## config.mk

```make
export PLATFORM = sky130hd
export DESIGN_NAME = antialiased_line_rasterizer_flat
export DESIGN_NICKNAME = d
export VERILOG_FILES = /design/src/alr_pkg.sv /design/src/alr_if.sv /design/src/alr_front.sv /design/src/alr_back.sv /design/src/antialiased_line_rasterizer.sv /design/src/flat_wrapper.sv
export SDC_FILE = /design/constraint.sdc
export NUM_CORES = 2
export LEC_CHECK = 0
export BUFFER_PORTS_ARGS = -buffer_cell sky130_fd_sc_hd__buf_2
export CORE_AREA = 10 10 241 243
export DETAILED_ROUTE_END_ITERATION = 10
export DIE_AREA = 0 0 251 253
export PLACE_DENSITY = 0.85
export SYNTH_ARGS = -nofsm -noshare
export SYNTH_HDL_FRONTEND = slang
export SYNTH_SLANG_ARGS = --single-unit
```

## constraint.sdc

```tcl
create_clock -name clk -period 34.4 [get_ports clk]
set_input_delay 5.16 -clock clk [delete_from_list [all_inputs] [get_ports clk]]
set_output_delay 5.16 -clock clk [all_outputs]
set_load 0.01 [all_outputs]
```

## src/alr_pkg.sv

```systemverilog
package alr_pkg;

  // Item action codes.
  localparam logic ACT_START   = 1'b0;
  localparam logic ACT_ADVANCE = 1'b1;

  // Width of one color channel.
  localparam int COLOR_W = 8;

  // Classification attached to each queued item.
  typedef struct packed {
    logic start;
    logic steep;
    logic neg;
  } alr_cls_t;

endpackage

```

## src/alr_if.sv

```systemverilog
interface line_in_if #(parameter int COORD_BITS = 12);
  logic                  valid;
  logic                  ready;
  logic                  action;
  logic [COORD_BITS-1:0] start_x;
  logic [COORD_BITS-1:0] start_y;
  logic [COORD_BITS-1:0] end_x;
  logic [COORD_BITS-1:0] end_y;
  logic [7:0]            red_in;
  logic [7:0]            green_in;
  logic [7:0]            blue_in;
  logic [7:0]            alpha_in;

  modport source (output valid, action, start_x, start_y, end_x, end_y,
                  red_in, green_in, blue_in, alpha_in, input ready);
  modport sink (input valid, action, start_x, start_y, end_x, end_y,
                red_in, green_in, blue_in, alpha_in, output ready);
endinterface

interface pixel_out_if #(parameter int COORD_BITS = 12);
  logic                valid;
  logic                ready;
  logic [COORD_BITS:0] pixel_x;
  logic [COORD_BITS:0] pixel_y;
  logic [7:0]          red_out;
  logic [7:0]          green_out;
  logic [7:0]          blue_out;
  logic [7:0]          alpha_out;
  logic                last;

  modport source (output valid, pixel_x, pixel_y, red_out, green_out, blue_out,
                  alpha_out, last, input ready);
  modport sink (input valid, pixel_x, pixel_y, red_out, green_out, blue_out,
                alpha_out, last, output ready);
endinterface

```

## src/alr_front.sv

```systemverilog
module alr_front #(
  parameter int COORD_BITS = 12
) (
  input  logic                  clk,
  input  logic                  rst,
  line_in_if.sink               in_ch,
  output logic                  q_valid,
  input  logic                  q_pop,
  output alr_pkg::alr_cls_t     q_cls,
  output logic [COORD_BITS-1:0] q_x0,
  output logic [COORD_BITS-1:0] q_y0,
  output logic [COORD_BITS-1:0] q_x1,
  output logic [COORD_BITS-1:0] q_y1,
  output logic [COORD_BITS-1:0] q_dx,
  output logic [COORD_BITS-1:0] q_ady,
  output logic [4*alr_pkg::COLOR_W-1:0] q_color
);
  import alr_pkg::*;

  localparam int C = COORD_BITS;
  localparam int EW = 3 + 6 * C + 4 * COLOR_W;

  logic [C-1:0] adx, ady, a0, b0, a1, b1, c0, d0, c1, d1, dx, dmag;
  logic         steep;
  alr_cls_t     cls;
  logic [EW-1:0] entry;
  logic [EW-1:0] mem [2];
  logic          wr_ptr, rd_ptr;
  logic [1:0]    count;
  logic          push;

  // Classify: swap axes for steep lines, then order by the major axis.
  always_comb begin
    adx = (in_ch.end_x > in_ch.start_x) ? in_ch.end_x - in_ch.start_x
                                        : in_ch.start_x - in_ch.end_x;
    ady = (in_ch.end_y > in_ch.start_y) ? in_ch.end_y - in_ch.start_y
                                        : in_ch.start_y - in_ch.end_y;
    steep = ady > adx;
    a0 = steep ? in_ch.start_y : in_ch.start_x;
    b0 = steep ? in_ch.start_x : in_ch.start_y;
    a1 = steep ? in_ch.end_y : in_ch.end_x;
    b1 = steep ? in_ch.end_x : in_ch.end_y;
    if (a0 > a1) begin
      c0 = a1; d0 = b1; c1 = a0; d1 = b0;
    end else begin
      c0 = a0; d0 = b0; c1 = a1; d1 = b1;
    end
    dx = c1 - c0;
    dmag = (d1 < d0) ? d0 - d1 : d1 - d0;
    cls.start = (in_ch.action == ACT_START);
    cls.steep = steep;
    cls.neg = d1 < d0;
    entry = {cls, c0, d0, c1, d1, dx, dmag,
             in_ch.red_in, in_ch.green_in, in_ch.blue_in, in_ch.alpha_in};
  end

  assign in_ch.ready = (count != 2'd2);
  assign push = in_ch.valid && in_ch.ready;
  assign q_valid = (count != 2'd0);
  assign {q_cls, q_x0, q_y0, q_x1, q_y1, q_dx, q_ady, q_color} = mem[rd_ptr];

  // Two-entry queue toward the back end.
  always_ff @(posedge clk) begin
    if (push) begin
      mem[wr_ptr] <= entry;
    end
    if (rst) begin
      wr_ptr <= 1'b0;
      rd_ptr <= 1'b0;
      count  <= 2'd0;
    end else begin
      if (push) begin
        wr_ptr <= ~wr_ptr;
      end
      if (q_pop) begin
        rd_ptr <= ~rd_ptr;
      end
      count <= count + {1'b0, push} - {1'b0, q_pop};
    end
  end
endmodule

```

## src/alr_back.sv

```systemverilog
module alr_back #(
  parameter int COORD_BITS = 12,
  parameter int FRAC_BITS  = 16
) (
  input  logic                  clk,
  input  logic                  rst,
  input  logic                  q_valid,
  output logic                  q_pop,
  input  alr_pkg::alr_cls_t     q_cls,
  input  logic [COORD_BITS-1:0] q_x0,
  input  logic [COORD_BITS-1:0] q_y0,
  input  logic [COORD_BITS-1:0] q_x1,
  input  logic [COORD_BITS-1:0] q_y1,
  input  logic [COORD_BITS-1:0] q_dx,
  input  logic [COORD_BITS-1:0] q_ady,
  input  logic [4*alr_pkg::COLOR_W-1:0] q_color,
  pixel_out_if.source           out_ch
);
  import alr_pkg::*;

  localparam int C = COORD_BITS;
  localparam int F = FRAC_BITS;
  localparam int IW = C + F + 2;
  localparam int CW = $clog2(F + 1);

  typedef enum logic [1:0] {ST_IDLE, ST_DIV, ST_EMIT, ST_ADV} state_t;

  state_t state;
  logic steep, neg, active;
  logic [C-1:0] x0, y0, x1, y1, dx;
  logic [4*COLOR_W-1:0] color;
  logic signed [F+1:0] slope;
  logic signed [IW-1:0] intercept;
  logic [C:0] column, column_stop;
  logic [F:0] quo;
  logic [C:0] rem;
  logic [CW-1:0] cnt;
  logic [1:0] phase;

  logic [C:0] rem2;
  logic signed [F+1:0] slope_calc;
  logic [F-1:0] frac;
  logic [F:0] rfrac;
  logic [F+COLOR_W:0] near_p, far_p;
  logic [COLOR_W-1:0] alpha;
  logic [C:0] ipart, column_inc;
  logic out_free, emit;
  logic [C:0] major, minor;
  logic [COLOR_W-1:0] pix_alpha;
  logic pix_last;

  assign out_free = !out_ch.valid || out_ch.ready;
  assign q_pop = (state == ST_IDLE) && q_valid;
  assign emit = out_free && ((state == ST_EMIT) || (state == ST_ADV));

  // Divider step and coverage split.
  always_comb begin
    rem2 = {rem[C-1:0], 1'b0};
    slope_calc = neg ? -$signed({1'b0, quo}) : $signed({1'b0, quo});
    alpha = color[COLOR_W-1:0];
    frac = intercept[F-1:0];
    rfrac = {1'b1, {F{1'b0}}} - {1'b0, frac};
    near_p = alpha * rfrac;
    far_p = alpha * {1'b0, frac};
    ipart = intercept[C+F:F];
    column_inc = column + 1'b1;
  end

  // Pixel selection for the output register.
  always_comb begin
    major = {1'b0, x0};
    minor = {1'b0, y0};
    pix_alpha = '0;
    pix_last = 1'b0;
    if (state == ST_EMIT) begin
      case (phase)
        2'd0: begin
          pix_alpha = alpha >> 1;
        end
        2'd1: begin
          minor = {1'b0, y0} + 1'b1;
        end
        2'd2: begin
          major = {1'b0, x1};
          minor = {1'b0, y1};
          pix_alpha = alpha >> 1;
        end
        default: begin
          major = {1'b0, x1};
          minor = {1'b0, y1} + 1'b1;
          pix_last = !active;
        end
      endcase
    end else begin
      major = column;
      if (phase == 2'd0) begin
        minor = ipart;
        pix_alpha = near_p[F+COLOR_W-1:F];
      end else begin
        minor = ipart + 1'b1;
        pix_alpha = far_p[F+COLOR_W-1:F];
        pix_last = !(column_inc < column_stop);
      end
    end
  end

  // Sequencer, line state and output register.
  always_ff @(posedge clk) begin
    if (emit) begin
      out_ch.pixel_x <= steep ? minor : major;
      out_ch.pixel_y <= steep ? major : minor;
      out_ch.red_out <= color[4*COLOR_W-1:3*COLOR_W];
      out_ch.green_out <= color[3*COLOR_W-1:2*COLOR_W];
      out_ch.blue_out <= color[2*COLOR_W-1:COLOR_W];
      out_ch.alpha_out <= pix_alpha;
      out_ch.last <= pix_last;
    end
    if (rst) begin
      state <= ST_IDLE;
      out_ch.valid <= 1'b0;
      active <= 1'b0;
      steep <= 1'b0;
      column <= '0;
      column_stop <= '0;
      intercept <= '0;
      slope <= '0;
      color <= '0;
      phase <= 2'd0;
      cnt <= '0;
    end else begin
      if (emit) begin
        out_ch.valid <= 1'b1;
      end else if (out_ch.ready) begin
        out_ch.valid <= 1'b0;
      end
      case (state)
        ST_IDLE: begin
          phase <= 2'd0;
          if (q_valid) begin
            if (q_cls.start) begin
              x0 <= q_x0;
              y0 <= q_y0;
              x1 <= q_x1;
              y1 <= q_y1;
              dx <= q_dx;
              steep <= q_cls.steep;
              neg <= q_cls.neg;
              color <= q_color;
              state <= ST_DIV;
              if (q_dx == '0) begin
                quo <= {1'b1, {F{1'b0}}};
                cnt <= '0;
              end else begin
                quo <= {{F{1'b0}}, (q_ady >= q_dx)};
                rem <= {1'b0, (q_ady >= q_dx) ? q_ady - q_dx : q_ady};
                cnt <= CW'(F);
              end
            end else if (active) begin
              state <= ST_ADV;
            end
          end
        end
        ST_DIV: begin
          if (cnt == '0) begin
            slope <= slope_calc;
            intercept <= $signed({{(IW-C-F){1'b0}}, y0, {F{1'b0}}})
                         + IW'(slope_calc);
            column <= {1'b0, x0} + 1'b1;
            column_stop <= {1'b0, x1};
            active <= ({1'b0, x0} + 1'b1) < {1'b0, x1};
            state <= ST_EMIT;
          end else begin
            cnt <= cnt - 1'b1;
            if (rem2 >= {1'b0, dx}) begin
              rem <= rem2 - {1'b0, dx};
              quo <= {quo[F-1:0], 1'b1};
            end else begin
              rem <= rem2;
              quo <= {quo[F-1:0], 1'b0};
            end
          end
        end
        ST_EMIT: begin
          if (emit) begin
            phase <= phase + 1'b1;
            if (phase == 2'd3) begin
              state <= ST_IDLE;
            end
          end
        end
        ST_ADV: begin
          if (emit) begin
            if (phase == 2'd0) begin
              phase <= 2'd1;
            end else begin
              intercept <= intercept + IW'(slope);
              column <= column_inc;
              active <= column_inc < column_stop;
              state <= ST_IDLE;
            end
          end
        end
        default: begin
          state <= ST_IDLE;
        end
      endcase
    end
  end
endmodule

```

## src/antialiased_line_rasterizer.sv

```systemverilog
// Channel   Role     Transfer when          Payload
// line_in   sink     valid && ready         action, endpoints, color
// pix_out   source   valid && ready         pixel_x/y, color, alpha_out, last
//
// A start item is dequeued, then runs the bit-serial slope divider (with no
// division steps when the endpoints coincide), then makes four transfers.
// An advance item is dequeued and makes two pixel transfers, or is dequeued
// and dropped when no line is active.
// A two-entry queue decouples input from the back end; output stalls hold it.
// Reset is synchronous and leaves the block idle with no line active.
module antialiased_line_rasterizer #(
  parameter int COORD_BITS = 12,
  parameter int FRAC_BITS  = 16
) (
  input logic         clk,
  input logic         rst,
  line_in_if.sink     line_in,
  pixel_out_if.source pix_out
);
  import alr_pkg::*;

  logic                  q_valid, q_pop;
  alr_cls_t              q_cls;
  logic [COORD_BITS-1:0] q_x0, q_y0, q_x1, q_y1, q_dx, q_ady;
  logic [4*COLOR_W-1:0]  q_color;

  alr_front #(.COORD_BITS(COORD_BITS)) u_front (
    .clk(clk), .rst(rst), .in_ch(line_in),
    .q_valid(q_valid), .q_pop(q_pop), .q_cls(q_cls),
    .q_x0(q_x0), .q_y0(q_y0), .q_x1(q_x1), .q_y1(q_y1),
    .q_dx(q_dx), .q_ady(q_ady), .q_color(q_color)
  );

  alr_back #(.COORD_BITS(COORD_BITS), .FRAC_BITS(FRAC_BITS)) u_back (
    .clk(clk), .rst(rst),
    .q_valid(q_valid), .q_pop(q_pop), .q_cls(q_cls),
    .q_x0(q_x0), .q_y0(q_y0), .q_x1(q_x1), .q_y1(q_y1),
    .q_dx(q_dx), .q_ady(q_ady), .q_color(q_color),
    .out_ch(pix_out)
  );
endmodule

```

## src/flat_wrapper.sv

```systemverilog
// flat-port wrapper written by rule: the top's interface ports become plain ports
module antialiased_line_rasterizer_flat import alr_pkg::*;
#(
  parameter int COORD_BITS = 12,
  parameter int FRAC_BITS  = 16
)
  (clk, rst, line_in_valid, line_in_action, line_in_start_x, line_in_start_y, line_in_end_x, line_in_end_y, line_in_red_in, line_in_green_in, line_in_blue_in, line_in_alpha_in, line_in_ready, pix_out_valid, pix_out_pixel_x, pix_out_pixel_y, pix_out_red_out, pix_out_green_out, pix_out_blue_out, pix_out_alpha_out, pix_out_last, pix_out_ready);
  line_in_if #(.COORD_BITS(COORD_BITS)) line_in_i ();
  pixel_out_if #(.COORD_BITS(COORD_BITS)) pix_out_i ();
  input logic clk;
  input logic rst;
  input wire logic [$bits(line_in_i.valid)-1:0] line_in_valid;
  input wire logic [$bits(line_in_i.action)-1:0] line_in_action;
  input wire logic [$bits(line_in_i.start_x)-1:0] line_in_start_x;
  input wire logic [$bits(line_in_i.start_y)-1:0] line_in_start_y;
  input wire logic [$bits(line_in_i.end_x)-1:0] line_in_end_x;
  input wire logic [$bits(line_in_i.end_y)-1:0] line_in_end_y;
  input wire logic [$bits(line_in_i.red_in)-1:0] line_in_red_in;
  input wire logic [$bits(line_in_i.green_in)-1:0] line_in_green_in;
  input wire logic [$bits(line_in_i.blue_in)-1:0] line_in_blue_in;
  input wire logic [$bits(line_in_i.alpha_in)-1:0] line_in_alpha_in;
  output wire logic [$bits(line_in_i.ready)-1:0] line_in_ready;
  output wire logic [$bits(pix_out_i.valid)-1:0] pix_out_valid;
  output wire logic [$bits(pix_out_i.pixel_x)-1:0] pix_out_pixel_x;
  output wire logic [$bits(pix_out_i.pixel_y)-1:0] pix_out_pixel_y;
  output wire logic [$bits(pix_out_i.red_out)-1:0] pix_out_red_out;
  output wire logic [$bits(pix_out_i.green_out)-1:0] pix_out_green_out;
  output wire logic [$bits(pix_out_i.blue_out)-1:0] pix_out_blue_out;
  output wire logic [$bits(pix_out_i.alpha_out)-1:0] pix_out_alpha_out;
  output wire logic [$bits(pix_out_i.last)-1:0] pix_out_last;
  input wire logic [$bits(pix_out_i.ready)-1:0] pix_out_ready;
  assign line_in_i.valid = line_in_valid;
  assign line_in_i.action = line_in_action;
  assign line_in_i.start_x = line_in_start_x;
  assign line_in_i.start_y = line_in_start_y;
  assign line_in_i.end_x = line_in_end_x;
  assign line_in_i.end_y = line_in_end_y;
  assign line_in_i.red_in = line_in_red_in;
  assign line_in_i.green_in = line_in_green_in;
  assign line_in_i.blue_in = line_in_blue_in;
  assign line_in_i.alpha_in = line_in_alpha_in;
  assign line_in_ready = line_in_i.ready;
  assign pix_out_valid = pix_out_i.valid;
  assign pix_out_pixel_x = pix_out_i.pixel_x;
  assign pix_out_pixel_y = pix_out_i.pixel_y;
  assign pix_out_red_out = pix_out_i.red_out;
  assign pix_out_green_out = pix_out_i.green_out;
  assign pix_out_blue_out = pix_out_i.blue_out;
  assign pix_out_alpha_out = pix_out_i.alpha_out;
  assign pix_out_last = pix_out_i.last;
  assign pix_out_i.ready = pix_out_ready;
  antialiased_line_rasterizer #(.COORD_BITS(COORD_BITS), .FRAC_BITS(FRAC_BITS)) u_core (.clk(clk), .rst(rst), .line_in(line_in_i), .pix_out(pix_out_i));
endmodule
```

## Word level (Yosys, flattened, before mapping)

Memories as Yosys holds them, arrays and structs flattened. A register that Yosys moved wholly into a read port is not among the register bits.
Cells that the tools add are included.

| word-level totals | value |
|---|---|
| bits in registers | 270 |
| memory bits (writable) | 214 |
| input bits | 85 |
| output and inout bits | 61 |
| logic and storage cells | 188 |
| memories | 1 |

| cells by class | value |
|---|---|
| add/subtract/negate cells | 22 |
| $mul | 2 |
| order comparisons | 9 |
| eq/ne operators | 18 |
| mux-type cells | 74 |
| bitwise operators | 4 |
| reduce and logical (&&, ||, !) cells | 29 |

Memory list:

| name | words | bits a word | rd ports | clocked after Yosys merged registers in | wr ports | line | RTL |
|---|---|---|---|---|---|---|---|
| u_core.u_front.mem | 2 | 107 | 1 | 1 | 1 | alr_front.sv:27 | `logic [EW-1:0] mem [2];` |

Operator list:

| kind | number |
|---|---|
| $mux W12 | 18 |
| $sub A12 B12 Y12 | 9 |
| $mux W13 | 8 |
| $mux W30 | 3 |
| $mux W17 | 4 |
| $pmux W30 S2 | 1 |
| $gt A12 B12 Y1 | 4 |
| $add A12 B1 Y13 const B | 3 |
| $pmux W13 S3 | 1 |
| $pmux W17 S2 | 1 |
| $add A29 B18 Y30 | 1 |
| $add A30 B18 Y30 | 1 |
| $add A13 B1 Y13 const B | 2 |
| $lt A13 B12 Y1 | 2 |
| $pmux W13 S2 | 1 |
| $mul A8 B16 Y24 | 1 |
| $mul A8 B17 Y24 | 1 |
| $pmux W12 S2 | 1 |
| $mux W2 | 11 |
| $mux W5 | 4 |
| $mux W18 | 1 |
| $neg A17 Y18 | 1 |
| $sub A17 B16 Y17 const A | 1 |
| $mux W8 | 2 |
| other kinds (35) | 76 |

## Longest topological paths before layout

| depth | value |
|---|---|
| depth in word-level cells | 8 |
| mapped depth | 62 |
| depth with buffers taken out | 50 |

## Modules after synthesis

Synthesis repeated with hierarchy kept, for this count alone.

| second synthesis, totals | value |
|---|---|
| cell total of the unflattened synthesis | 3832 |
| area total of the unflattened synthesis | 37051.8 um2 |

By module, submodules not included:

| module | instances | cells each | area each (um2) | sequential area each (um2) |
|---|---|---|---|---|
| alr_back | 1 | 2616 | 23274.8 | 6796.5 |
| alr_front | 1 | 1216 | 13777.0 | 6526.3 |

## Least setup slack after synthesis

OpenSTA, ideal clock, no wires.

| timing path | value |
|---|---|
| path type | input port to flip-flop |
| start | input port line_in_end_y[0] |
| end | memory u_core.u_front.mem[0][41] (netlist bit) (data pin) |
| library setup time | 0.269 ns |
| data arrival time | 16.129 ns |
| data required time | 34.131 ns |
| path slack | 18.002 ns |
| stages on the path | 60 |
| buffers on the path | 13 |
| cells stage by stage | inv_1 > ha_1 > inv_1 > fa_1 > a21oi_1 > o21bai_1 > a21o_1 > a21oi_1 > o21bai_1 > a21oi_1 > o21ai_0 > o31ai_1 > clkbuf_1 > mux2i_1 > nand2_1 > o22ai_1 > a21oi_1 > xor2_1 > [... 24 more ...] > clkbuf_1 > buf_2 > nand2_1 > a31oi_1 > ha_1 > inv_1 > fa_1 > a21o_1 > maj3_1 > maj3_1 > mux2i_1 > o21ai_0 > mux2i_1 > o32a_1 > o21ai_4 > or3b_1 > a31oi_1 > xnor2_1 |

| between the ends | value |
|---|---|
| longest elaborated chain between the ends | 8 |
| elaborated cells between the ends (all ways) | 16 |
| those cells by class | add/sub: 4; order compare: 4; mux: 8 |

Ends and longest elaborated chain:

| item | line | RTL |
|---|---|---|
| start: declaration | flat_wrapper.sv:17 | `input wire logic [$bits(line_in_i.end_y)-1:0] line_in_end_y;` |
| $sub A12 B12 Y12, or another cell as far along | alr_front.sv:37 | `: in_ch.start_y - in_ch.end_y;` |
| $mux W12 | alr_front.sv:36 | `ady = (in_ch.end_y > in_ch.start_y) ? in_ch.end_y - in_ch.start_y` |
| $gt A12 B12 Y1 | alr_front.sv:38 | `steep = ady > adx;` |
| $mux W12, on equally long branches | alr_front.sv:39, alr_front.sv:41 |  |
| $gt A12 B12 Y1 | alr_front.sv:43 | `if (a0 > a1) begin` |
| $mux W12 | alr_front.sv:43 |  |
| $sub A12 B12 Y12 / $lt A12 B12 Y1 (equally long branches) | alr_front.sv:49 | `dmag = (d1 < d0) ? d0 - d1 : d1 - d0;` |
| $mux W12 (*) | alr_front.sv:49 |  |
| net u_core.u_front.dmag[9] | alr_front.sv:23 | `logic [C-1:0] adx, ady, a0, b0, a1, b1, c0, d0, c1, d1, dx, dmag;` |
| end: declaration | alr_front.sv:27 |  |

Mark *: on every way through the listed nets, which the timed path passes. The rest lies on a longest branch.

## Worst setup path in the final report

| timing path | value |
|---|---|
| start | input port line_in_end_y[0] |
| end | memory u_core.u_front.mem[1][43] (netlist bit) (data pin) |

The elaborated chain is that of the path after synthesis.

==> results_tabular.tex <==
\begin{tabular}{lr}
\hline
Metric & Value \\
\hline
\multicolumn{2}{l}{\textbf{Status}} \\
Result of the run & completed \\
\multicolumn{2}{l}{\textbf{Flow run}} \\
Max-cap violations & 0 \\
\multicolumn{2}{l}{\textbf{Layout}} \\
Layout cell share with drive strength beyond 1 & 0.102 \\
Commonest non-fill, non-tap cell in the layout & sky130\_fd\_sc\_hd\_\_nand2\_1 \\
Most used cells in the layout excluding fill and tap cells & sky130\_fd\_sc\_hd\_\_nand2\_1 (380), sky130\_fd\_sc\_hd\_\_edfxtp\_1 (363), sky130\_fd\_sc\_hd\_\_inv\_1 (357), sky130\_fd\_sc\_hd\_\_nor2\_1 (304), sky130\_fd\_sc\_hd\_\_ha\_1 (267) \\
Layout-stage area growth over the synthesis result & 8.25\% \\
Number of nets in the layout & 4,342 \\
Final core utilization & 0.741 \\
\multicolumn{2}{l}{\textbf{STA}} \\
Endpoints failing setup & 0 \\
Slew margin rel. & 0.254 \\
Sum Neg Setup Slack & 0 ns \\
Crit path time final & 16.45 ns \\
Max Clk Rate & 60.8 MHz \\
Transition time of the tightest slew-check pin & 1.12 ns \\
Part of the cycle the worst path needs & 0.478 \\
Setup repair after global routing missed its margin & false \\
Worst Skew & 0.0449 ns \\
Total count of max-transition violations in the final report & 0 \\
Final number of hold-violating endpoints & 0 \\
\multicolumn{2}{l}{\textbf{Die}} \\
Total number of placement rows & 85 \\
Die Outline Area & 63,500 µm² \\
Vert. Die Dim & 253 µm \\
Placeable Area & 53,300 µm² \\
Chip Width & 251 µm \\
Number of top-level design ports & 146 \\
Initial standard-cell utilization of the core & 0.685 \\
\multicolumn{2}{l}{\textbf{Logic synthesis}} \\
Syn\_nets & 4,290 \\
Multiplexer area fraction after synthesis & 0.0692 \\
Number of distinct library cells after synthesis & 78 \\
Dominant synthesized flop cell & sky130\_fd\_sc\_hd\_\_edfxtp\_1 \\
Summed instance area of the synthesized netlist & 36,500 µm² \\
Share of the yosys chip area belonging to registers & 0.365 \\
Post-synth EDFFs & 363 \\
Number of synthesized register bits & 484 \\
Dominant combinational cell family by area after synthesis & adder cells \\
Number of standard cells after synthesis & 3,757 \\
Fraction of the mapped netlist area in simple logic gates & 0.139 \\
Adder-cell area share of the yosys netlist & 0.193 \\
Async set-or-reset flop fraction in the synthesized netlist & 0 \\
Post-synthesis average cell area & 9.71 µm² \\
Xor and xnor area share after synthesis & 0.0406 \\
Warning count from the yosys run & 0 \\
Synthesized-area fraction occupied by ao, oa, aoi and oai cells & 0.136 \\
\multicolumn{2}{l}{\textbf{Worst setup path}} \\
Crit path top cell by count & sky130\_fd\_sc\_hd\_\_a21oi\_1 \\
Type of the setup path with the least slack & input port to register \\
Depth of the most critical reg-to-reg path & 22 \\
Maximum fanout along the worst path & 63 \\
Required time worst endpoint & 34.74 ns \\
CP max stage delay & 0.71 ns \\
Critical path arrival & 16.79 ns \\
Library cell contributing the largest single delay on the critical path & sky130\_fd\_sc\_hd\_\_buf\_4 \\
Sort of element at the end of the critical path & register \\
Critical Path Start Type & input port \\
\multicolumn{2}{l}{\textbf{Global route}} \\
Number of antenna violations at the first check in global routing & 2 \\
Pin count of the biggest net entering global routing & 75 \\
Overflow after GRT & 0 \\
Wire length of the first global-routing pass & 150 mm \\
Tot GR Track Use & 0.294 \\
Vias in the first global route & 27,500 \\
\multicolumn{2}{l}{\textbf{Routing}} \\
DRC errors left & 0 \\
Detail-routed via count per cell & 6.19 \\
Final wirelength & 94.9 mm \\
Routed WL per cell & 20.9 µm \\
1st-iter DRT viols & 2,945 \\
Via count & 28,100 \\
Length of the first detailed-routing pass in iterations & 8 \\
Count of nets left with antenna violations after detail routing & 0 \\
\multicolumn{2}{l}{\textbf{Clocking}} \\
Clock buffers created by TritonCTS & 49 \\
TritonCTS clock tree & built \\
Cell at the root of the clock tree & sky130\_fd\_sc\_hd\_\_clkbuf\_16 \\
Clock Sink Count & 484 \\
Longest Clk Path Bufs & 3 \\
Clock slew at reported path FFs & 0.07 ns \\
Post-CTS repair timing setup buffer count & 0 \\
Clock H-tree levels & 2 \\
Gates resized, CTS repair & 0 \\
Worst-Skew Late Latency & 0.62 ns \\
Hold-fix buffers, CTS & 0 \\
\multicolumn{2}{l}{\textbf{Placed design}} \\
Count of input and output buffers & 145 \\
Final GP Congestion & 0.989 \\
Half-perimeter wire length after detailed placement & 70.5 mm \\
\multicolumn{2}{l}{\textbf{Min path}} \\
Type of the tightest min-delay check & register to register \\
Hold Crit Depth & 0 \\
\hline
\end{tabular}
## stage by stage
stage	cell area, µm²	std cells	hold WS [ns]	worst slack, ns
2_1_floorplan	36500	3757	0.409	18.00
3_3_place_gp	37700	4454	0.413	17.67
3_5_place_dp	37700	4454	0.418	17.61
4_1_cts	39500	4546	0.430	18.22
5_1_grt	39500	4547	0.441	17.18
6_report	39500	4547	0.432	17.95
## cell usage after synthesis (all sizes together) (121+ instances only)
master / instances / area (µm²)
dfxtp: 121 / 2420
a21oi: 233 / 1180
fa: 181 / 3620
edfxtp: 363 / 10900
clkbuf: 156 / 586
o21ai: 159 / 811
ha: 267 / 3340
mux2i: 152 / 1520
inv: 357 / 1340
nor2: 307 / 1150
and2: 125 / 782
nand2: 380 / 1430
## cells by family after synthesis
group | Yosys count
muxes | 241
buffers and inverters | 542
adders and majority gates | 456
and+or+nand+nor | 1096
xor gates and xnor gates | 169
AOI/OAI and AO/OA | 769
DFF | 484
## area by class of cell
| cell class | count | area (µm²) |
|---|---|---|
| multi-input cells | 2731 | 21100 |
| fillers | 3658 | 13800 |
| flip-flops and latches | 484 | 13300 |
| inverters | 357 | 1340 |
| clock buffers | 58 | 1280 |
| repair buffers | 186 | 1040 |
| well taps | 696 | 871 |
| clock inverters | 34 | 498 |
| diodes | 1 | 2.50 |
## flip-flops by register name (all words and copies together), names as in the netlist, 13 cells and up, named ones only
name,count
u_core.u_back.column,13
u_core.u_back.intercept,29
u_core.u_back.color,32
u_core.u_back.out_ch.pixel_y,13
u_core.u_front.mem,214
u_core.u_back.quo,17
u_core.u_back.slope,18
u_core.u_back.out_ch.pixel_x,13
## routing by layer
layer / vias up / share of wire / GRT usage
met4: 2 / 0.049 / 0.138
met3: 238 / 0.069 / 0.0386
met2: 1231 / 0.49 / 0.502
li1: 13200 / - / -
met5: - / 0.00014 / 0
met1: 13500 / 0.39 / 0.365
## worst max-delay path, delay by kind of cell
| kind | cells | cell delay [ns] |
|---|---|---|
| AOI/OAI and AO/OA | 23 | 4.62 |
| adders and majority gates | 8 | 2.54 |
| buffers and inverters | 8 | 1.89 |
| muxes | 5 | 1.16 |
| and+or+nand+nor | 7 | 1.05 |
| xor gates and xnor gates | 2 | 0.31 |
## worst paths after layout
kind,startpoint,end,slack [ns]
min,u_core.u_back.color[11],u_core.u_back.out_ch.blue_out[3],0.43
min reg2reg,u_core.u_back.color[11],u_core.u_back.out_ch.blue_out[3],0.43
max reg2reg,u_core.u_back.intercept[2],u_core.u_back.out_ch.alpha_out[6],27.20
max,line_in_end_y[0],u_core.u_front.mem[1][43],17.95
Power is left out: the tool's default activity adds up to more than one toggle a clock period on the data nets, which glitch-free logic cannot reach.
